--- src/rdba_pkg.sv ---
// Shared types, codes and constants for the rover drive and bump avoidance block.
package rdba_pkg;

    // Encoder counter width and pulses per centimeter
    localparam int COUNT_WIDTH   = 32;
    localparam int PULSES_PER_CM = 80;
    localparam int REM_WIDTH     = $clog2(PULSES_PER_CM + 1);
    localparam int DIST_WIDTH    = 16;

    // Configuration port geometry
    localparam int ADDR_WIDTH = 5;
    localparam int DATA_WIDTH = 32;

    // Reset values of the configuration registers
    localparam logic [7:0]  SPEED_LOW_RST       = 8'd50;
    localparam logic [7:0]  SPEED_MID_RST       = 8'd125;
    localparam logic [7:0]  SPEED_HIGH_RST      = 8'd175;
    localparam logic [7:0]  RAMP_START_RST      = 8'd10;
    localparam logic [15:0] AVOID_DISTANCE_RST  = 16'd15;
    localparam logic [7:0]  BLINK_THRESHOLD_RST = 8'd32;

    // Configuration register indexes
    typedef enum logic [2:0] {
        REG_SPEED_LOW       = 3'd0,
        REG_SPEED_MID       = 3'd1,
        REG_SPEED_HIGH      = 3'd2,
        REG_RAMP_START      = 3'd3,
        REG_AVOID_DISTANCE  = 3'd4,
        REG_BLINK_THRESHOLD = 3'd5
    } reg_index_t;

    // Event kinds
    typedef enum logic [2:0] {
        OP_COMMAND     = 3'd0,
        OP_RAMP_TICK   = 3'd1,
        OP_BLINK_TICK  = 3'd2,
        OP_LEFT_PULSE  = 3'd3,
        OP_RIGHT_PULSE = 3'd4,
        OP_CONTROL     = 3'd5
    } opcode_t;

    // Headings
    localparam logic [1:0] HD_FWD   = 2'd0;
    localparam logic [1:0] HD_LEFT  = 2'd1;
    localparam logic [1:0] HD_REV   = 2'd2;
    localparam logic [1:0] HD_RIGHT = 2'd3;

    // Command characters
    localparam logic [7:0] CMD_FWD   = 8'h77; // 'w'
    localparam logic [7:0] CMD_LEFT  = 8'h61; // 'a'
    localparam logic [7:0] CMD_REV   = 8'h73; // 's'
    localparam logic [7:0] CMD_RIGHT = 8'h64; // 'd'
    localparam logic [7:0] CMD_LOW   = 8'h31; // '1'
    localparam logic [7:0] CMD_MID   = 8'h32; // '2'
    localparam logic [7:0] CMD_HIGH  = 8'h33; // '3'
    localparam logic [7:0] CMD_ZERO  = 8'h71; // 'q'
    localparam logic [7:0] CMD_STOP  = 8'h38; // '8'

    // Manoeuvre phases
    localparam logic [2:0] PH_IDLE     = 3'd0;
    localparam logic [2:0] PH_REVERSE  = 3'd1;
    localparam logic [2:0] PH_TURN     = 3'd2;
    localparam logic [2:0] PH_FORWARD  = 3'd3;
    localparam logic [2:0] PH_TURNBACK = 3'd4;

    // Result word width: 34 payload bits padded to whole bytes
    localparam int RESULT_WIDTH = 40;

    // Direction pins for a heading: bit0 left reverse, bit1 right reverse
    function automatic logic [1:0] heading_pins(input logic [1:0] hd);
        logic [1:0] pins;
        case (hd)
            HD_FWD:   pins = 2'd0;
            HD_LEFT:  pins = 2'd1;
            HD_REV:   pins = 2'd3;
            HD_RIGHT: pins = 2'd2;
            default:  pins = 2'd0;
        endcase
        return pins;
    endfunction

endpackage

--- src/rover_drive_and_bump_avoidance.sv ---
// Top level of the rover drive and bump avoidance controller.
//
// Each input transfer carries one event (command byte, ramp tick, blink tick, left or
// right encoder pulse, control pass) and yields exactly one result transfer holding all
// outputs after that event. The block takes one event per cycle while s_tready is high; the
// result is registered before the master side sees it. A two-entry output buffer lets the
// block keep taking events while a result waits, and s_tready drops only when both
// entries are full. Distance is kept as a running quotient and remainder of the pulse
// sum, so no divider is needed. Configuration is written over the APB-style port.
module rover_drive_and_bump_avoidance
    import rdba_pkg::*;
(
    input  logic                    clk,
    input  logic                    rst_n,
    // Event stream
    input  logic                    s_tvalid,
    output logic                    s_tready,
    input  logic [15:0]             s_tdata,   // [7:0] cmd_byte, [8] bump_right, [9] bump_left
    input  logic [2:0]              s_tuser,   // [2:0] opcode
    // Result stream
    output logic                    m_tvalid,
    input  logic                    m_tready,
    output logic [RESULT_WIDTH-1:0] m_tdata,   // [1:0] dir_pins, [2] left_light,
                                               // [3] right_light, [11:4] motor_duty,
                                               // [27:12] distance_cm, [29:28] heading,
                                               // [32:30] avoid_phase, [33] avoiding
    // Configuration port
    input  logic                    psel,
    input  logic                    penable,
    input  logic                    pwrite,
    input  logic [ADDR_WIDTH-1:0]   paddr,
    input  logic [DATA_WIDTH-1:0]   pwdata,
    output logic [DATA_WIDTH-1:0]   prdata,
    output logic                    pready
);

    // Configuration registers
    logic [7:0]  speed_low_reg, speed_mid_reg, speed_high_reg, ramp_start_reg;
    logic [15:0] avoid_distance_reg;
    logic [7:0]  blink_threshold_reg;

    // Controller state
    logic [1:0]             heading_reg, heading_next;
    logic                   dirty_reg, dirty_next;
    logic [1:0]             pin_reg, pin_next;
    logic [7:0]             blink_reg, blink_next;
    logic [1:0]             lights_reg, lights_next;
    logic [7:0]             duty_now_reg, duty_now_next;
    logic [7:0]             duty_target_reg, duty_target_next;
    logic                   ramp_pending_reg, ramp_pending_next;
    logic [7:0]             pwm_reg, pwm_next;
    logic [COUNT_WIDTH-1:0] sum_reg, sum_next;
    logic [REM_WIDTH-1:0]   rem_reg, rem_next;
    logic [DIST_WIDTH-1:0]  dist_reg, dist_next;
    logic                   latched_reg, latched_next;
    logic                   side_right_reg, side_right_next;
    logic [2:0]             phase_reg, phase_next;
    logic [DIST_WIDTH-1:0]  mark_reg [4];
    logic [DIST_WIDTH-1:0]  mark_next [4];

    // Output buffer
    logic                    out_valid_reg, out_valid_next;
    logic [RESULT_WIDTH-1:0] out_data_reg, out_data_next;
    logic                    skid_valid_reg, skid_valid_next;
    logic [RESULT_WIDTH-1:0] skid_data_reg, skid_data_next;
    logic [RESULT_WIDTH-1:0] result;

    logic    in_xfer, out_xfer, cfg_write;
    opcode_t opcode;
    logic [7:0] cmd_byte;
    logic    bump_right, bump_left;

    assign opcode     = opcode_t'(s_tuser);
    assign cmd_byte   = s_tdata[7:0];
    assign bump_right = s_tdata[8];
    assign bump_left  = s_tdata[9];

    assign s_tready  = ~skid_valid_reg;
    assign in_xfer   = s_tvalid & s_tready;
    assign out_xfer  = m_tvalid & m_tready;
    assign m_tvalid  = out_valid_reg;
    assign m_tdata   = out_data_reg;
    assign pready    = 1'b1;
    assign cfg_write = psel & penable & pwrite & pready;

    // Signed distance test: (cm - mark) > avoid_distance
    function automatic logic passed(input logic [DIST_WIDTH-1:0] cm,
                                    input logic [DIST_WIDTH-1:0] mark,
                                    input logic [15:0] limit);
        logic signed [DIST_WIDTH+1:0] diff;
        diff = signed'({2'b00, cm}) - signed'({2'b00, mark});
        return diff > signed'({2'b00, limit});
    endfunction

    // Configuration write
    always_ff @(posedge clk or negedge rst_n) begin
        if (!rst_n)
        begin
            speed_low_reg       <= SPEED_LOW_RST;
            speed_mid_reg       <= SPEED_MID_RST;
            speed_high_reg      <= SPEED_HIGH_RST;
            ramp_start_reg      <= RAMP_START_RST;
            avoid_distance_reg  <= AVOID_DISTANCE_RST;
            blink_threshold_reg <= BLINK_THRESHOLD_RST;
        end
        else if (cfg_write)
        begin
            case (reg_index_t'(paddr[4:2]))
                REG_SPEED_LOW:       speed_low_reg       <= pwdata[7:0];
                REG_SPEED_MID:       speed_mid_reg       <= pwdata[7:0];
                REG_SPEED_HIGH:      speed_high_reg      <= pwdata[7:0];
                REG_RAMP_START:      ramp_start_reg      <= pwdata[7:0];
                REG_AVOID_DISTANCE:  avoid_distance_reg  <= pwdata[15:0];
                REG_BLINK_THRESHOLD: blink_threshold_reg <= pwdata[7:0];
                default: ;
            endcase
        end
    end

    // Configuration read
    always_comb
    begin
        case (reg_index_t'(paddr[4:2]))
            REG_SPEED_LOW:       prdata = {24'd0, speed_low_reg};
            REG_SPEED_MID:       prdata = {24'd0, speed_mid_reg};
            REG_SPEED_HIGH:      prdata = {24'd0, speed_high_reg};
            REG_RAMP_START:      prdata = {24'd0, ramp_start_reg};
            REG_AVOID_DISTANCE:  prdata = {16'd0, avoid_distance_reg};
            REG_BLINK_THRESHOLD: prdata = {24'd0, blink_threshold_reg};
            default:             prdata = '0;
        endcase
    end

    // Apply one event to the controller state
    always_comb
    begin
        logic [8:0] ramp_sum;
        logic [1:0] new_hd;
        logic       hd_set;

        heading_next      = heading_reg;
        dirty_next        = dirty_reg;
        pin_next          = pin_reg;
        blink_next        = blink_reg;
        lights_next       = lights_reg;
        duty_now_next     = duty_now_reg;
        duty_target_next  = duty_target_reg;
        ramp_pending_next = ramp_pending_reg;
        pwm_next          = pwm_reg;
        sum_next          = sum_reg;
        rem_next          = rem_reg;
        dist_next         = dist_reg;
        latched_next      = latched_reg;
        side_right_next   = side_right_reg;
        phase_next        = phase_reg;
        mark_next         = mark_reg;
        ramp_sum          = '0;
        new_hd            = HD_FWD;
        hd_set            = 1'b0;

        case (opcode)
            OP_COMMAND:
            begin
                case (cmd_byte)
                    CMD_FWD:   begin new_hd = HD_FWD;   hd_set = 1'b1; end
                    CMD_LEFT:  begin new_hd = HD_LEFT;  hd_set = 1'b1; end
                    CMD_REV:   begin new_hd = HD_REV;   hd_set = 1'b1; end
                    CMD_RIGHT: begin new_hd = HD_RIGHT; hd_set = 1'b1; end
                    CMD_LOW:
                        if (duty_target_reg != speed_low_reg)
                        begin
                            duty_target_next  = speed_low_reg;
                            ramp_pending_next = 1'b1;
                        end
                    CMD_MID:
                        if (duty_target_reg != speed_mid_reg)
                        begin
                            duty_target_next  = speed_mid_reg;
                            ramp_pending_next = 1'b1;
                        end
                    CMD_HIGH:
                        if (duty_target_reg != speed_high_reg)
                        begin
                            duty_target_next  = speed_high_reg;
                            ramp_pending_next = 1'b1;
                        end
                    CMD_ZERO:
                        if (duty_target_reg != 8'd0)
                        begin
                            duty_target_next  = 8'd0;
                            ramp_pending_next = 1'b1;
                        end
                    CMD_STOP:
                    begin
                        duty_target_next = 8'd0;
                        duty_now_next    = 8'd0;
                        pwm_next         = 8'd0;
                    end
                    default: ;
                endcase
                if (hd_set && new_hd != heading_reg)
                begin
                    heading_next = new_hd;
                    dirty_next   = 1'b1;
                    blink_next   = blink_threshold_reg;
                end
            end

            OP_RAMP_TICK:
                if (ramp_pending_reg)
                begin
                    // Step toward the target, jumping off zero first
                    if (duty_now_reg > duty_target_reg)
                        duty_now_next = duty_now_reg - 8'd1;
                    else
                    begin
                        ramp_sum = (duty_now_reg == 8'd0) ? {1'b0, ramp_start_reg} + 9'd1
                                                          : {1'b0, duty_now_reg} + 9'd1;
                        duty_now_next = ramp_sum[8] ? 8'hFF : ramp_sum[7:0];
                    end
                    if (duty_now_next == duty_target_reg)
                        ramp_pending_next = 1'b0;
                    pwm_next = duty_now_next;
                end

            OP_BLINK_TICK:
                if (blink_reg != 8'hFF)
                    blink_next = blink_reg + 8'd1;

            OP_LEFT_PULSE, OP_RIGHT_PULSE:
            begin
                // Count the pulse; the quotient steps up when the remainder wraps
                if (&sum_reg)
                begin
                    sum_next  = '0;
                    rem_next  = '0;
                    dist_next = '0;
                end
                else
                begin
                    sum_next = sum_reg + COUNT_WIDTH'(1);
                    if (rem_reg == REM_WIDTH'(PULSES_PER_CM - 1))
                    begin
                        rem_next  = '0;
                        dist_next = dist_reg + DIST_WIDTH'(1);
                    end
                    else
                        rem_next = rem_reg + REM_WIDTH'(1);
                end
            end

            OP_CONTROL:
            begin
                // Advance the manoeuvre
                if (latched_reg)
                begin
                    if (heading_reg != HD_REV && phase_reg == PH_IDLE)
                    begin
                        new_hd       = HD_REV;
                        hd_set       = 1'b1;
                        mark_next[0] = dist_reg;
                        phase_next   = PH_REVERSE;
                    end
                    else if (phase_reg == PH_REVERSE
                             && passed(dist_reg, mark_reg[0], avoid_distance_reg))
                    begin
                        new_hd       = side_right_reg ? HD_LEFT : HD_RIGHT;
                        hd_set       = 1'b1;
                        mark_next[1] = dist_reg;
                        phase_next   = PH_TURN;
                    end
                    else if (phase_reg == PH_TURN
                             && passed(dist_reg, mark_reg[1], avoid_distance_reg))
                    begin
                        new_hd       = HD_FWD;
                        hd_set       = 1'b1;
                        mark_next[2] = dist_reg;
                        phase_next   = PH_FORWARD;
                    end
                    else if (phase_reg == PH_FORWARD
                             && passed(dist_reg, mark_reg[2], avoid_distance_reg))
                    begin
                        new_hd       = side_right_reg ? HD_RIGHT : HD_LEFT;
                        hd_set       = 1'b1;
                        mark_next[3] = dist_reg;
                        phase_next   = PH_TURNBACK;
                    end
                    else if (phase_reg == PH_TURNBACK
                             && passed(dist_reg, mark_reg[3], avoid_distance_reg))
                    begin
                        new_hd       = HD_FWD;
                        hd_set       = 1'b1;
                        phase_next   = PH_IDLE;
                        latched_next = 1'b0;
                    end
                end
                if (hd_set && new_hd != heading_reg)
                begin
                    heading_next = new_hd;
                    dirty_next   = 1'b1;
                    blink_next   = blink_threshold_reg;
                end

                // Drive the direction pins once the heading has ever changed
                if (dirty_next)
                    pin_next = heading_pins(heading_next);

                // Toggle or clear the turn lights
                if (blink_next > blink_threshold_reg)
                begin
                    if (duty_now_reg != 8'd0 && heading_next == HD_LEFT)
                        lights_next = {1'b0, ~lights_reg[0]};
                    else if (duty_now_reg != 8'd0 && heading_next == HD_RIGHT)
                        lights_next = {~lights_reg[1], 1'b0};
                    else
                        lights_next = 2'b00;
                    blink_next = 8'd0;
                end

                if (ramp_pending_reg)
                    pwm_next = duty_now_reg;

                // Latch a new bump; right side wins
                if (!latched_next && (bump_right || bump_left))
                begin
                    side_right_next = bump_right;
                    latched_next    = 1'b1;
                end
            end

            default: ;
        endcase
    end

    // Pack the result from the updated state
    assign result = {6'd0, latched_next, phase_next, heading_next, dist_next, pwm_next,
                     lights_next[1], lights_next[0], pin_next};

    // Hold state; advance it on each input transfer
    always_ff @(posedge clk or negedge rst_n) begin
        if (!rst_n)
        begin
            heading_reg      <= HD_FWD;
            dirty_reg        <= 1'b0;
            pin_reg          <= 2'd0;
            blink_reg        <= 8'd0;
            lights_reg       <= 2'd0;
            duty_now_reg     <= 8'd0;
            duty_target_reg  <= 8'd0;
            ramp_pending_reg <= 1'b0;
            pwm_reg          <= 8'd0;
            sum_reg          <= '0;
            rem_reg          <= '0;
            dist_reg         <= '0;
            latched_reg      <= 1'b0;
            side_right_reg   <= 1'b0;
            phase_reg        <= PH_IDLE;
            for (int i = 0; i < 4; i++)
                mark_reg[i] <= '0;
        end
        else if (in_xfer)
        begin
            heading_reg      <= heading_next;
            dirty_reg        <= dirty_next;
            pin_reg          <= pin_next;
            blink_reg        <= blink_next;
            lights_reg       <= lights_next;
            duty_now_reg     <= duty_now_next;
            duty_target_reg  <= duty_target_next;
            ramp_pending_reg <= ramp_pending_next;
            pwm_reg          <= pwm_next;
            sum_reg          <= sum_next;
            rem_reg          <= rem_next;
            dist_reg         <= dist_next;
            latched_reg      <= latched_next;
            side_right_reg   <= side_right_next;
            phase_reg        <= phase_next;
            mark_reg         <= mark_next;
        end
    end

    // Output buffer control: main entry plus one skid entry
    always_comb
    begin
        out_valid_next  = out_valid_reg;
        out_data_next   = out_data_reg;
        skid_valid_next = skid_valid_reg;
        skid_data_next  = skid_data_reg;
        if (out_xfer)
        begin
            if (skid_valid_reg)
            begin
                out_data_next   = skid_data_reg;
                skid_valid_next = 1'b0;
            end
            else
            begin
                out_valid_next = in_xfer;
                out_data_next  = result;
            end
        end
        else if (in_xfer)
        begin
            if (!out_valid_reg)
            begin
                out_valid_next = 1'b1;
                out_data_next  = result;
            end
            else
            begin
                skid_valid_next = 1'b1;
                skid_data_next  = result;
            end
        end
    end

    always_ff @(posedge clk or negedge rst_n) begin
        if (!rst_n)
        begin
            out_valid_reg  <= 1'b0;
            skid_valid_reg <= 1'b0;
        end
        else
        begin
            out_valid_reg  <= out_valid_next;
            skid_valid_reg <= skid_valid_next;
        end
    end

    // Payload registers need no reset
    always_ff @(posedge clk) begin
        out_data_reg  <= out_data_next;
        skid_data_reg <= skid_data_next;
    end

endmodule
--- config.mk ---
export PLATFORM = sky130hd
export DESIGN_NAME = rover_drive_and_bump_avoidance
export DESIGN_NICKNAME = d
export VERILOG_FILES = /design/src/rdba_pkg.sv /design/src/rover_drive_and_bump_avoidance.sv
export SDC_FILE = /design/constraint.sdc
export NUM_CORES = 1
export LEC_CHECK = 0
export BUFFER_PORTS_ARGS = -buffer_cell sky130_fd_sc_hd__buf_2
export CORE_AREA = 2 2 223 225
export CTS_CLUSTER_DIAMETER = 40
export CTS_CLUSTER_SIZE = 16
export DETAILED_ROUTE_END_ITERATION = 10
export DIE_AREA = 0 0 225 227
export PLACE_DENSITY = 0.63
export REMOVE_ABC_BUFFERS = 1
export SYNTH_ARGS = -nofsm -noshare
export SYNTH_HDL_FRONTEND = slang
export SYNTH_SLANG_ARGS = --single-unit
--- constraint.sdc ---
create_clock -name clk -period 20 [get_ports clk]
set_input_delay 6 -clock clk [delete_from_list [all_inputs] [get_ports clk]]
set_output_delay 6 -clock clk [all_outputs]
set_load 0.01 [all_outputs]
==> results of run 1 <==
-- through the flow --
step	hold slack [ps]	cells
floorplan	438	2041
global placement	454	2772
detailed placement	467	2772
CTS	478	2868
global route	510	2868
finish	471	2868
-- path summary, 6_finish.rpt --
| check | startpoint | end | slack [ps] | depth (start not counted) |
|---|---|---|---|---|
| setup / recovery | paddr[3] | prdata[4] | 6210 | 7 |
| hold / removal | sum_reg[16] | sum_reg[16] | 470 | 1 |
| setup reg to reg | dist_reg[1] | m_tdata[3] | 11960 | 32 |
| hold reg to reg | sum_reg[16] | sum_reg[16] | 470 | 1 |
| max in group asynchronous | rst_n | duty_target_reg[5] | 13190 | 2 |
| min in group asynchronous | rst_n | mark_reg[60] | 5450 | 1 |
-- area by class of cell --
class                   instances  area share
clock inverters                36      0.0229
clock buffers                  60      0.0617
inverters                     175      0.0296
flip-flops and latches        290       0.343
well taps                     622      0.0350
multi-input cells            1576       0.480
repair buffers                109      0.0271
-- cells by family (layout without fill, tap and decap cells) --
kind of cell	after synthesis	after routing	synth area share
AO/OA/AOI/OAI	505	505	0.168
XOR/XNOR	138	138	0.0624
adder cells (fa/ha/maj)	157	157	0.103
buffers and inverters	282	380	0.0606
flip-flops	290	290	0.394
multiplexers	87	87	0.0506
other	2	23	0.000388
AND/OR/NAND/NOR	666	666	0.161
-- layer usage --
layer / global-route usage / part of all wire / routed length (um)
met5: 0 / 0 / 0
met4: 0.0594 / 0.021 / 1060
met3: 0.0356 / 0.052 / 2620
met2: 0.332 / 0.47 / 23600
met1: 0.263 / 0.46 / 23000
-- critical path, stage by stage --
cell and delay [ps]:
sky130_fd_sc_hd__buf_2 290, sky130_fd_sc_hd__clkinv_1 320, sky130_fd_sc_hd__nand2_1 520, sky130_fd_sc_hd__o21ai_0 160, sky130_fd_sc_hd__a32oi_1 200, sky130_fd_sc_hd__o21ai_0 130, sky130_fd_sc_hd__buf_2 160
-- placed cells by master, fill, tap and decap left out, types with 22 or more instances in the layout --
cell                        instances
sky130_fd_sc_hd__xor2_1            52
sky130_fd_sc_hd__dfrtp_1          200
sky130_fd_sc_hd__a21o_1            23
sky130_fd_sc_hd__nand3_1           58
sky130_fd_sc_hd__nor2b_1           22
sky130_fd_sc_hd__mux2_2            67
sky130_fd_sc_hd__nor3_1            36
sky130_fd_sc_hd__ha_1             153
sky130_fd_sc_hd__a31oi_1           23
sky130_fd_sc_hd__conb_1            23
sky130_fd_sc_hd__edfxtp_1          68
sky130_fd_sc_hd__buf_2             89
sky130_fd_sc_hd__nand4_1           28
sky130_fd_sc_hd__xnor2_1           86
sky130_fd_sc_hd__nor2_1           144
sky130_fd_sc_hd__nand2_1          266
sky130_fd_sc_hd__inv_1            174
sky130_fd_sc_hd__o21ai_0          194
sky130_fd_sc_hd__clkbuf_16         52
sky130_fd_sc_hd__dfstp_2           22
sky130_fd_sc_hd__a21oi_1           84
-- power breakdown --
part	switching [mW]	internal, mW	total [mW]
sequential	0.0859	0.728	0.814
clock	0.334	0.606	0.941
combinational	0.418	0.267	0.685
==> flow_results.xml, run 1 <==
<?xml version="1.0" encoding="UTF-8"?>
<metrics>
  <group name="run_status">
    <metric name="outcome" unit="">complete, no violations</metric>
  </group>
  <group name="yosys">
    <metric name="netlist_area" unit="um^2">19400</metric>
    <metric name="post_synth_most_frequent_cells" unit="">267 x sky130_fd_sc_hd__nand2_1, 200 x sky130_fd_sc_hd__dfrtp_1, 195 x sky130_fd_sc_hd__o21ai_0</metric>
    <metric name="count_of_cell_types_in_the_netlist" unit="">98</metric>
    <metric name="synth_top_cells_by_area" unit="">sky130_fd_sc_hd__dfrtp_1 26%, sky130_fd_sc_hd__edfxtp_1 11%, sky130_fd_sc_hd__ha_1 9.9%, sky130_fd_sc_hd__nand2_1 5.2%, sky130_fd_sc_hd__o21ai_0 5.0%</metric>
    <metric name="synth_top_area_cell" unit="">sky130_fd_sc_hd__dfrtp_1</metric>
    <metric name="synth_enable_flop_cells" unit="">68</metric>
    <metric name="cell_count_after_synthesis" unit="">2127</metric>
    <metric name="post-synth-top-count-cell" unit="">sky130_fd_sc_hd__nand2_1</metric>
    <metric name="top_ff_cell_synth" unit="">sky130_fd_sc_hd__dfrtp_1</metric>
    <metric name="post_synth.cell_area_avg" unit="um^2">9.10</metric>
    <metric name="yosysWarnings" unit="">0</metric>
    <metric name="postSynth.asyncResetShare" unit="">0.766</metric>
    <metric name="post-synth-top-area-fraction" unit="">0.259</metric>
    <metric name="synth_seq_cells" unit="">290</metric>
    <metric name="ys_seq_area_frac" unit="">0.394</metric>
  </group>
  <group name="worst_setup_path">
    <metric name="worstSetupPathType" unit="">primary input to primary output</metric>
    <metric name="worst-endpoint-arrival" unit="ps">7790</metric>
    <metric name="critical_path_required" unit="ps">14000</metric>
    <metric name="crit_end_element" unit="">primary output</metric>
    <metric name="worstSetupStartpointType" unit="">primary input</metric>
    <metric name="worst-path-max-fanout" unit="">15</metric>
  </group>
  <group name="clocking">
    <metric name="clk_root_buffer_cell" unit="">sky130_fd_sc_hd__clkbuf_16</metric>
    <metric name="cts.clk_slew.worst_paths" unit="ps">60</metric>
    <metric name="postCtsSetupBuffers" unit="">0</metric>
    <metric name="worstSkewPairLatency" unit="ps">610</metric>
    <metric name="numCtsBuffers" unit="">51</metric>
    <metric name="cts_resized" unit="">0</metric>
    <metric name="cts-root-to-sink-buffers" unit="">3</metric>
    <metric name="tritoncts_clock_tree" unit="">done</metric>
    <metric name="cts_max_level" unit="">2</metric>
    <metric name="cts_hold_buffers" unit="">0</metric>
    <metric name="clock_sink_count" unit="">290</metric>
  </group>
  <group name="detailed_routing">
    <metric name="post-route-drc-count" unit="">0</metric>
    <metric name="num_vias" unit="">15700</metric>
    <metric name="drt_wl_total" unit="um">50300</metric>
    <metric name="drt-pass1-iter-count" unit="">5</metric>
    <metric name="drt_first_iter_violations" unit="">1019</metric>
    <metric name="post_drt_wl_per_cell" unit="um">17.5</metric>
    <metric name="remaining_number_of_nets_flagged_by_the_antenna_check_after_routing" unit="">0</metric>
    <metric name="drt-vias-per-instance" unit="">5.46</metric>
  </group>
  <group name="power">
    <metric name="vdd_drop_max" unit="uV">69.8</metric>
    <metric name="leakage" unit="nW">10.3</metric>
    <metric name="power_total" unit="mW">2.44</metric>
    <metric name="powerDensity" unit="nW/um^2">110</metric>
  </group>
  <group name="sta">
    <metric name="fin_ws" unit="ps">6210</metric>
    <metric name="final.period_utilization" unit="">0.689</metric>
    <metric name="finalSetupViolCount" unit="">0</metric>
    <metric name="slew_violations" unit="">0</metric>
    <metric name="timing.final.hold_violations" unit="">0</metric>
    <metric name="maxSlewHeadroom" unit="">0.186</metric>
    <metric name="rsz0062_at_grt" unit="">no</metric>
    <metric name="layout_min_cycle_time" unit="ps">13790</metric>
    <metric name="fin_tns_setup" unit="ps">0</metric>
    <metric name="worst_slew_pin_slew" unit="ps">1210</metric>
    <metric name="maximum_clock_rate" unit="GHz">0.0725</metric>
    <metric name="skew" unit="ps">26.7</metric>
  </group>
  <group name="grt">
    <metric name="global_route.usage.total" unit="">0.199</metric>
    <metric name="antenna_found_initial" unit="">1</metric>
    <metric name="pin_count_of_the_biggest_net_entering_global_routing" unit="">101</metric>
    <metric name="wire_length_of_the_first_global_routing_pass" unit="um">80900</metric>
    <metric name="first_global_vias" unit="">15300</metric>
    <metric name="globalRoute.totalOverflow" unit="">0</metric>
  </group>
  <group name="die">
    <metric name="floorplan.die_area" unit="um^2">51100</metric>
    <metric name="ios" unit="">138</metric>
    <metric name="chipHeight" unit="um">227</metric>
    <metric name="core_rows" unit="">81</metric>
    <metric name="floorplan.initialDensity" unit="">0.399</metric>
    <metric name="placeableCoreArea" unit="um^2">48500</metric>
    <metric name="die_w" unit="um">225</metric>
  </group>
  <group name="placed_design">
    <metric name="preCtsSetupSlack" unit="ps">6200</metric>
    <metric name="gpl.final_weighted_congestion" unit="">0.894</metric>
    <metric name="io_buffer_count" unit="">90</metric>
    <metric name="hpwl" unit="um">37200</metric>
    <metric name="placedInstanceArea" unit="um^2">20300</metric>
  </group>
  <group name="layout">
    <metric name="antenna_cells" unit="">0</metric>
    <metric name="ff_latch_area" unit="um^2">7620</metric>
    <metric name="largest_register_ffs" unit="">64</metric>
    <metric name="stdcell_area" unit="um^2">22200</metric>
    <metric name="multiInputGateArea" unit="um^2">10700</metric>
    <metric name="design.final.nets" unit="">2423</metric>
    <metric name="layout.core_utilization" unit="">0.458</metric>
    <metric name="drive_above_1_share" unit="">0.146</metric>
    <metric name="final.fill_count" unit="">4491</metric>
    <metric name="layout-area-overhead-vs-synth" unit="%">14.8</metric>
  </group>
  <group name="worst_hold_path">
    <metric name="hold_path.class" unit="">register to register</metric>
  </group>
  <group name="job">
    <metric name="drv.max_cap_violation_count" unit="">0</metric>
  </group>
</metrics>
No activity file was read; power rests on OpenSTA's default activity.
==> run 2, diff against run 1 <==
- ABC_AREA: unset -> 1
- CORE_AREA: 2 2 223 225 -> 2 2 225 227
- DIE_AREA: 0 0 225 227 -> 0 0 227 229
- PLACE_DENSITY: 0.63 -> 0.62
- clock period: 20 -> 13.95 ns (I/O delays scaled with it)
==> flow_results.xml, run 2 <==
<?xml version="1.0" encoding="UTF-8"?>
<metrics>
  <group name="worst_setup_path">
    <metric name="worst-endpoint-arrival" unit="ps">5950</metric>
    <metric name="path_buf_inv" unit="">2</metric>
    <metric name="slowest_stage" unit="">sky130_fd_sc_hd__nor3_1</metric>
    <metric name="crit_end_element" unit="">primary output</metric>
    <metric name="crit_chain" unit="">buf_2, nor3_1, a22oi_1, o211ai_1, buf_2</metric>
    <metric name="timing.critical_path.max_delay_family" unit="">simple AND/OR/NAND/NOR gates</metric>
    <metric name="cpMostUsedCell" unit="">sky130_fd_sc_hd__buf_2</metric>
    <metric name="biggest_cell_delay_along_the_critical_path" unit="ps">930</metric>
    <metric name="worstSetupPathType" unit="">primary input to primary output</metric>
    <metric name="worst-path-max-fanout" unit="">9</metric>
    <metric name="worstSetupStartpointType" unit="">primary input</metric>
    <metric name="critical_path_required" unit="ps">9760</metric>
  </group>
  <group name="layout">
    <metric name="layout-area-overhead-vs-synth" unit="%">14.9</metric>
    <metric name="layout_commonest_cell" unit="">sky130_fd_sc_hd__nand2_1</metric>
    <metric name="largest_register_ffs" unit="">64</metric>
    <metric name="layout_common_cells" unit="">529 x sky130_fd_sc_hd__nand2_1, 388 x sky130_fd_sc_hd__inv_1, 200 x sky130_fd_sc_hd__dfrtp_1</metric>
    <metric name="antenna_cells" unit="">0</metric>
    <metric name="design.final.nets" unit="">2814</metric>
    <metric name="post_layout_nonfiller_instances" unit="">3307</metric>
    <metric name="final.fill_count" unit="">4909</metric>
    <metric name="drive_above_1_share" unit="">0.121</metric>
  </group>
  <group name="placed_design">
    <metric name="placedCellCount" unit="">3215</metric>
    <metric name="io_buffer_count" unit="">90</metric>
    <metric name="hpwl" unit="um">41000</metric>
    <metric name="gpl.final_weighted_congestion" unit="">0.912</metric>
  </group>
  <group name="clocking">
    <metric name="cts_resized" unit="">0</metric>
    <metric name="postCtsSetupBuffers" unit="">0</metric>
    <metric name="cts_hold_buffers" unit="">0</metric>
    <metric name="cts_max_level" unit="">2</metric>
    <metric name="numCtsBuffers" unit="">49</metric>
    <metric name="cts.clk_slew.worst_paths" unit="ps">50</metric>
    <metric name="clk_root_buffer_cell" unit="">sky130_fd_sc_hd__clkbuf_16</metric>
    <metric name="tritoncts_clock_tree" unit="">done</metric>
    <metric name="cts-root-to-sink-buffers" unit="">3</metric>
    <metric name="worstSkewPairLatency" unit="ps">590</metric>
    <metric name="clock_sink_count" unit="">290</metric>
  </group>
  <group name="yosys">
    <metric name="synth_top_cells_by_area" unit="">sky130_fd_sc_hd__dfrtp_1 26%, sky130_fd_sc_hd__edfxtp_1 10%, sky130_fd_sc_hd__nand2_1 10%, sky130_fd_sc_hd__ha_1 9.8%, sky130_fd_sc_hd__inv_1 7.4%</metric>
    <metric name="synthMuxAreaShare" unit="">0.00868</metric>
    <metric name="postSynth.asyncResetShare" unit="">0.766</metric>
    <metric name="synthSimpleGateAreaFrac" unit="">0.208</metric>
    <metric name="synth_seq_cells" unit="">290</metric>
    <metric name="netlist_area" unit="um^2">19600</metric>
    <metric name="arithmetic_cell_share_of_the_synthesized_area_counting_full_adders_half_adders_and_majority_gates" unit="">0.102</metric>
    <metric name="synth_top_family_by_area" unit="">simple AND/OR/NAND/NOR gates</metric>
    <metric name="synth_compound_area_frac" unit="">0.151</metric>
    <metric name="post-synth-top-count-cell" unit="">sky130_fd_sc_hd__nand2_1</metric>
    <metric name="post-synth-top-area-fraction" unit="">0.255</metric>
    <metric name="count_of_cell_types_in_the_netlist" unit="">69</metric>
    <metric name="post_synth.cell_area_avg" unit="um^2">7.86</metric>
    <metric name="ys_seq_area_frac" unit="">0.389</metric>
    <metric name="synth_xor_area_frac" unit="">0.0424</metric>
    <metric name="cell_count_after_synthesis" unit="">2494</metric>
    <metric name="synth_enable_flop_cells" unit="">68</metric>
    <metric name="yosysWarnings" unit="">0</metric>
    <metric name="synth_top_area_cell" unit="">sky130_fd_sc_hd__dfrtp_1</metric>
    <metric name="post_synth_most_frequent_cells" unit="">529 x sky130_fd_sc_hd__nand2_1, 388 x sky130_fd_sc_hd__inv_1, 200 x sky130_fd_sc_hd__dfrtp_1</metric>
    <metric name="top_ff_cell_synth" unit="">sky130_fd_sc_hd__dfrtp_1</metric>
  </group>
  <group name="die">
    <metric name="die_w" unit="um">227</metric>
    <metric name="floorplan.die_area" unit="um^2">52000</metric>
    <metric name="chipHeight" unit="um">229</metric>
    <metric name="placeableCoreArea" unit="um^2">49700</metric>
    <metric name="core_rows" unit="">82</metric>
    <metric name="ios" unit="">138</metric>
    <metric name="floorplan.initialDensity" unit="">0.395</metric>
  </group>
  <group name="worst_hold_path">
    <metric name="hold_path.class" unit="">register to register</metric>
  </group>
  <group name="detailed_routing">
    <metric name="num_vias" unit="">16900</metric>
    <metric name="drt-pass1-iter-count" unit="">7</metric>
    <metric name="post_drt_wl_per_cell" unit="um">16.5</metric>
    <metric name="drt-vias-per-instance" unit="">5.11</metric>
    <metric name="drt_wl_total" unit="um">54700</metric>
    <metric name="drt_first_iter_violations" unit="">1022</metric>
    <metric name="remaining_number_of_nets_flagged_by_the_antenna_check_after_routing" unit="">0</metric>
    <metric name="post-route-drc-count" unit="">0</metric>
  </group>
  <group name="grt">
    <metric name="first_global_vias" unit="">16500</metric>
    <metric name="antenna_found_initial" unit="">1</metric>
    <metric name="global_route.usage.total" unit="">0.213</metric>
    <metric name="pin_count_of_the_biggest_net_entering_global_routing" unit="">80</metric>
    <metric name="globalRoute.totalOverflow" unit="">0</metric>
    <metric name="wire_length_of_the_first_global_routing_pass" unit="um">87500</metric>
  </group>
  <group name="sta">
    <metric name="finalHoldWorstSlack" unit="ps">463</metric>
    <metric name="rsz0062_at_grt" unit="">no</metric>
    <metric name="finalSetupViolCount" unit="">0</metric>
    <metric name="worst_slew_pin_slew" unit="ps">1180</metric>
    <metric name="layout_min_cycle_time" unit="ps">10130</metric>
    <metric name="skew" unit="ps">22.8</metric>
    <metric name="maxSlewHeadroom" unit="">0.210</metric>
    <metric name="maximum_clock_rate" unit="GHz">0.0987</metric>
    <metric name="fin_tns_setup" unit="ps">0</metric>
    <metric name="slew_violations" unit="">0</metric>
    <metric name="final.period_utilization" unit="">0.726</metric>
    <metric name="timing.final.hold_violations" unit="">0</metric>
  </group>
  <group name="power">
    <metric name="vdd_drop_max" unit="uV">104</metric>
    <metric name="power_total" unit="mW">5.40</metric>
    <metric name="powerDensity" unit="nW/um^2">239</metric>
    <metric name="leakage" unit="nW">11.0</metric>
  </group>
  <group name="run_status">
    <metric name="outcome" unit="">complete, no violations</metric>
  </group>
  <group name="job">
    <metric name="drv.max_cap_violation_count" unit="">0</metric>
  </group>
</metrics>
run 2: cell types whose count changed after synthesis, moves of 24 or more:
| cell | delta |
|---|---|
| sky130_fd_sc_hd__xnor2_1 | -67 |
| sky130_fd_sc_hd__nand2_1 | +262 |
| sky130_fd_sc_hd__a21oi_1 | +60 |
| sky130_fd_sc_hd__mux2_2 | -67 |
| sky130_fd_sc_hd__o21ai_1 | +32 |
| sky130_fd_sc_hd__o21ai_0 | -27 |
| sky130_fd_sc_hd__inv_1 | +214 |
| sky130_fd_sc_hd__xor2_1 | +24 |
run 2: metal layers:
metal / part of all wire / GRT usage
met5: 0 / 0
met4: 0.032 / 0.0784
met3: 0.046 / 0.0269
met2: 0.46 / 0.346
met1: 0.46 / 0.290
run 2: through the flow:
stage / area [um^2] / worst slack, ps / utilization
detailed placement: 20700 / 3890 / 0.417
global placement: 20700 / 3890 / 0.417
finish: 22500 / 3820 / 0.454
global route: 22500 / 3640 / 0.454
CTS: 22500 / 3880 / 0.454
floorplan: 19300 / 4670 / -
run 2: logic make-up (layout without fill, tap and decap cells):
kind of cell	count (synthesis)	count (layout)
DFF	290	290
other	2	23
buffers and inverters	490	610
adders and majority gates	157	157
and+or+nand+nor	935	935
muxes	17	17
xor gates and xnor gates	95	95
AOI/OAI and AO/OA	508	508
run 2: tightest hold or removal path, cell delays in order, from the launching register on:
cell and delay (ps):
sky130_fd_sc_hd__dfrtp_1 320, sky130_fd_sc_hd__inv_1 50, sky130_fd_sc_hd__nand2_1 60
run 2: area by class of cell:
class	instances	area, um^2	area share
Clock buffer	50	1250	0.0555
Clock inverter	42	558	0.0248
Inverter	415	1560	0.0691
Sequential cell	290	7620	0.338
Multi-Input combinational cell	1735	10100	0.450
Tap cell	672	841	0.0373
Timing Repair Buffer	103	558	0.0248
run 2: final timing paths:
kind                              from          endpoint  slack, ps  cells past startpoint
max                           paddr[4]         prdata[4]       3820                      5
min                          dirty_reg         dirty_reg        460                      2
max in group asynchronous        rst_n  speed_low_reg[6]       8040                      3
min in group asynchronous        rst_n        rem_reg[4]       3560                      1
max reg2reg                dist_reg[2]        m_tdata[3]       7590                     37
min reg2reg                  dirty_reg         dirty_reg        460                      2
run 2: report_power, final:
group / total [mW] / switching [mW] / internal (mW)
logic: 2.81 / 1.79 / 1.02
clock network: 1.31 / 0.483 / 0.827
registers: 1.28 / 0.174 / 1.11
total: 5.40 / 2.44 / 2.95
==> run 3, diff against run 2 <==
- clock period: 13.95 -> 10.3 ns (I/O delays scaled with it)
==> flow_results.xml, run 3 (synthesis gave the netlist of run 2 again) <==
<?xml version="1.0" encoding="UTF-8"?>
<metrics>
  <group name="worst_setup_path">
    <metric name="worstSetupStartpointType" unit="">primary input</metric>
    <metric name="worst-path-max-fanout" unit="">9</metric>
    <metric name="worst-endpoint-arrival" unit="ps">4770</metric>
    <metric name="timing.critical_path.max_delay_family" unit="">simple AND/OR/NAND/NOR gates</metric>
    <metric name="crit_end_element" unit="">primary output</metric>
    <metric name="slowest_stage" unit="">sky130_fd_sc_hd__nor3_1</metric>
    <metric name="critical_path_required" unit="ps">7210</metric>
    <metric name="cpMostUsedCell" unit="">sky130_fd_sc_hd__buf_2</metric>
    <metric name="biggest_cell_delay_along_the_critical_path" unit="ps">860</metric>
    <metric name="worstSetupPathType" unit="">primary input to primary output</metric>
    <metric name="path_buf_inv" unit="">2</metric>
    <metric name="crit_chain" unit="">buf_2, nor3_1, a22oi_1, o211ai_1, buf_2</metric>
  </group>
  <group name="sta">
    <metric name="rsz0062_at_grt" unit="">no</metric>
    <metric name="skew" unit="ps">18.9</metric>
    <metric name="final.period_utilization" unit="">0.763</metric>
    <metric name="fin_tns_setup" unit="ps">0</metric>
    <metric name="maxSlewHeadroom" unit="">0.199</metric>
    <metric name="finalSetupViolCount" unit="">0</metric>
    <metric name="layout_min_cycle_time" unit="ps">7860</metric>
    <metric name="finalHoldWorstSlack" unit="ps">468</metric>
    <metric name="worst_slew_pin_slew" unit="ps">1200</metric>
    <metric name="timing.final.hold_violations" unit="">0</metric>
    <metric name="maximum_clock_rate" unit="GHz">0.127</metric>
    <metric name="slew_violations" unit="">0</metric>
  </group>
  <group name="power">
    <metric name="powerDensity" unit="nW/um^2">323</metric>
    <metric name="power_total" unit="mW">7.28</metric>
    <metric name="leakage" unit="nW">11.0</metric>
    <metric name="vdd_drop_max" unit="uV">147</metric>
  </group>
  <group name="grt">
    <metric name="globalRoute.totalOverflow" unit="">0</metric>
    <metric name="pin_count_of_the_biggest_net_entering_global_routing" unit="">96</metric>
    <metric name="first_global_vias" unit="">16600</metric>
    <metric name="global_route.usage.total" unit="">0.213</metric>
    <metric name="antenna_found_initial" unit="">0</metric>
    <metric name="wire_length_of_the_first_global_routing_pass" unit="um">87700</metric>
  </group>
  <group name="detailed_routing">
    <metric name="drt_wl_total" unit="um">54700</metric>
    <metric name="drt-pass1-iter-count" unit="">5</metric>
    <metric name="remaining_number_of_nets_flagged_by_the_antenna_check_after_routing" unit="">0</metric>
    <metric name="post-route-drc-count" unit="">0</metric>
    <metric name="drt-vias-per-instance" unit="">5.07</metric>
    <metric name="drt_first_iter_violations" unit="">1017</metric>
    <metric name="post_drt_wl_per_cell" unit="um">16.5</metric>
    <metric name="num_vias" unit="">16800</metric>
  </group>
  <group name="die">
    <metric name="floorplan.die_area" unit="um^2">52000</metric>
    <metric name="floorplan.initialDensity" unit="">0.395</metric>
    <metric name="chipHeight" unit="um">229</metric>
    <metric name="ios" unit="">138</metric>
    <metric name="placeableCoreArea" unit="um^2">49700</metric>
    <metric name="die_w" unit="um">227</metric>
    <metric name="core_rows" unit="">82</metric>
  </group>
  <group name="placed_design">
    <metric name="hpwl" unit="um">41300</metric>
    <metric name="gpl.final_weighted_congestion" unit="">0.921</metric>
    <metric name="io_buffer_count" unit="">90</metric>
  </group>
  <group name="layout">
    <metric name="layout_commonest_cell" unit="">sky130_fd_sc_hd__nand2_1</metric>
    <metric name="drive_above_1_share" unit="">0.120</metric>
    <metric name="design.final.nets" unit="">2816</metric>
    <metric name="layout-area-overhead-vs-synth" unit="%">15.0</metric>
    <metric name="layout_common_cells" unit="">529 x sky130_fd_sc_hd__nand2_1, 388 x sky130_fd_sc_hd__inv_1, 200 x sky130_fd_sc_hd__dfrtp_1</metric>
    <metric name="antenna_cells" unit="">0</metric>
    <metric name="final.fill_count" unit="">4933</metric>
    <metric name="largest_register_ffs" unit="">64</metric>
  </group>
  <group name="worst_hold_path">
    <metric name="hold_path.class" unit="">register to register</metric>
  </group>
  <group name="clocking">
    <metric name="tritoncts_clock_tree" unit="">done</metric>
    <metric name="postCtsSetupBuffers" unit="">0</metric>
    <metric name="cts_resized" unit="">0</metric>
    <metric name="worstSkewPairLatency" unit="ps">590</metric>
    <metric name="clock_sink_count" unit="">290</metric>
    <metric name="clk_root_buffer_cell" unit="">sky130_fd_sc_hd__clkbuf_16</metric>
    <metric name="cts_hold_buffers" unit="">0</metric>
    <metric name="cts-root-to-sink-buffers" unit="">3</metric>
    <metric name="cts.clk_slew.worst_paths" unit="ps">50</metric>
    <metric name="cts_max_level" unit="">2</metric>
    <metric name="numCtsBuffers" unit="">51</metric>
  </group>
  <group name="job">
    <metric name="drv.max_cap_violation_count" unit="">0</metric>
  </group>
  <group name="run_status">
    <metric name="outcome" unit="">complete, no violations</metric>
  </group>
</metrics>
## run 3: changes by cell type in the layout (fill, tap and decap cells not counted)
cell / change
sky130_fd_sc_hd__bufinv_16: -3
sky130_fd_sc_hd__clkbuf_1: +7
sky130_fd_sc_hd__clkbuf_16: +5
sky130_fd_sc_hd__clkbuf_8: +3
sky130_fd_sc_hd__clkinv_1: +1
sky130_fd_sc_hd__clkinv_2: +1
sky130_fd_sc_hd__clkinv_4: +3
sky130_fd_sc_hd__clkinv_8: -4
sky130_fd_sc_hd__clkinvlp_4: -3
sky130_fd_sc_hd__inv_16: +1
sky130_fd_sc_hd__inv_6: -11
sky130_fd_sc_hd__inv_8: +4
## run 3: metrics by stage
| step | cells | worst slack [ps] | instance area (um^2) | utilization |
|---|---|---|---|---|
| floorplan | 2440 | 2860 | 19300 | - |
| global placement | 3215 | 2440 | 20700 | 0.417 |
| detailed placement | 3215 | 2450 | 20700 | 0.417 |
| CTS | 3311 | 2450 | 22600 | 0.454 |
| global route | 3311 | 2300 | 22600 | 0.454 |
| finish | 3311 | 2440 | 22600 | 0.454 |
## run 3: routing by layer
| metal | wire length, um | up-vias | global-route usage |
|---|---|---|---|
| met4 | 1700 | 0 | 0.0754 |
| li1 | - | 8405 | - |
| met2 | 25400 | 360 | 0.350 |
| met1 | 25200 | 7928 | 0.288 |
| met5 | 0 | - | 0 |
| met3 | 2340 | 99 | 0.0278 |
## run 3: final timing paths
path,from,endpoint,slack [ps],depth (start not counted)
worst max-delay path,paddr[2],prdata[4],2440,5
worst min-delay path,dirty_reg,dirty_reg,470,2
worst max register to register,dist_reg[0],m_tdata[3],3930,35
worst min register to register,dirty_reg,dirty_reg,470,2
max in group asynchronous,rst_n,mark_reg[14],6390,2
min in group asynchronous,rst_n,rem_reg[0],2490,1
## run 3: report_power, final
part	internal, mW	total [mW]	switching (mW)
clock network	1.14	1.78	0.639
registers	1.50	1.74	0.238
logic	1.38	3.77	2.38
## run 3: layout make-up
class,instances,area (um^2),area share
Inverter,415,1560,0.0691
Clock buffer,65,1440,0.0640
Clock inverter,31,384,0.0170
Tap cell,672,841,0.0373
Sequential cell,290,7620,0.338
Multi-Input combinational cell,1735,10100,0.450
Timing Repair Buffer,103,558,0.0247
## run 3: worst min-delay path, stage by stage (launching register included)
cell	delay [ps]
sky130_fd_sc_hd__dfrtp_1	320
sky130_fd_sc_hd__inv_1	60
sky130_fd_sc_hd__nand2_1	60
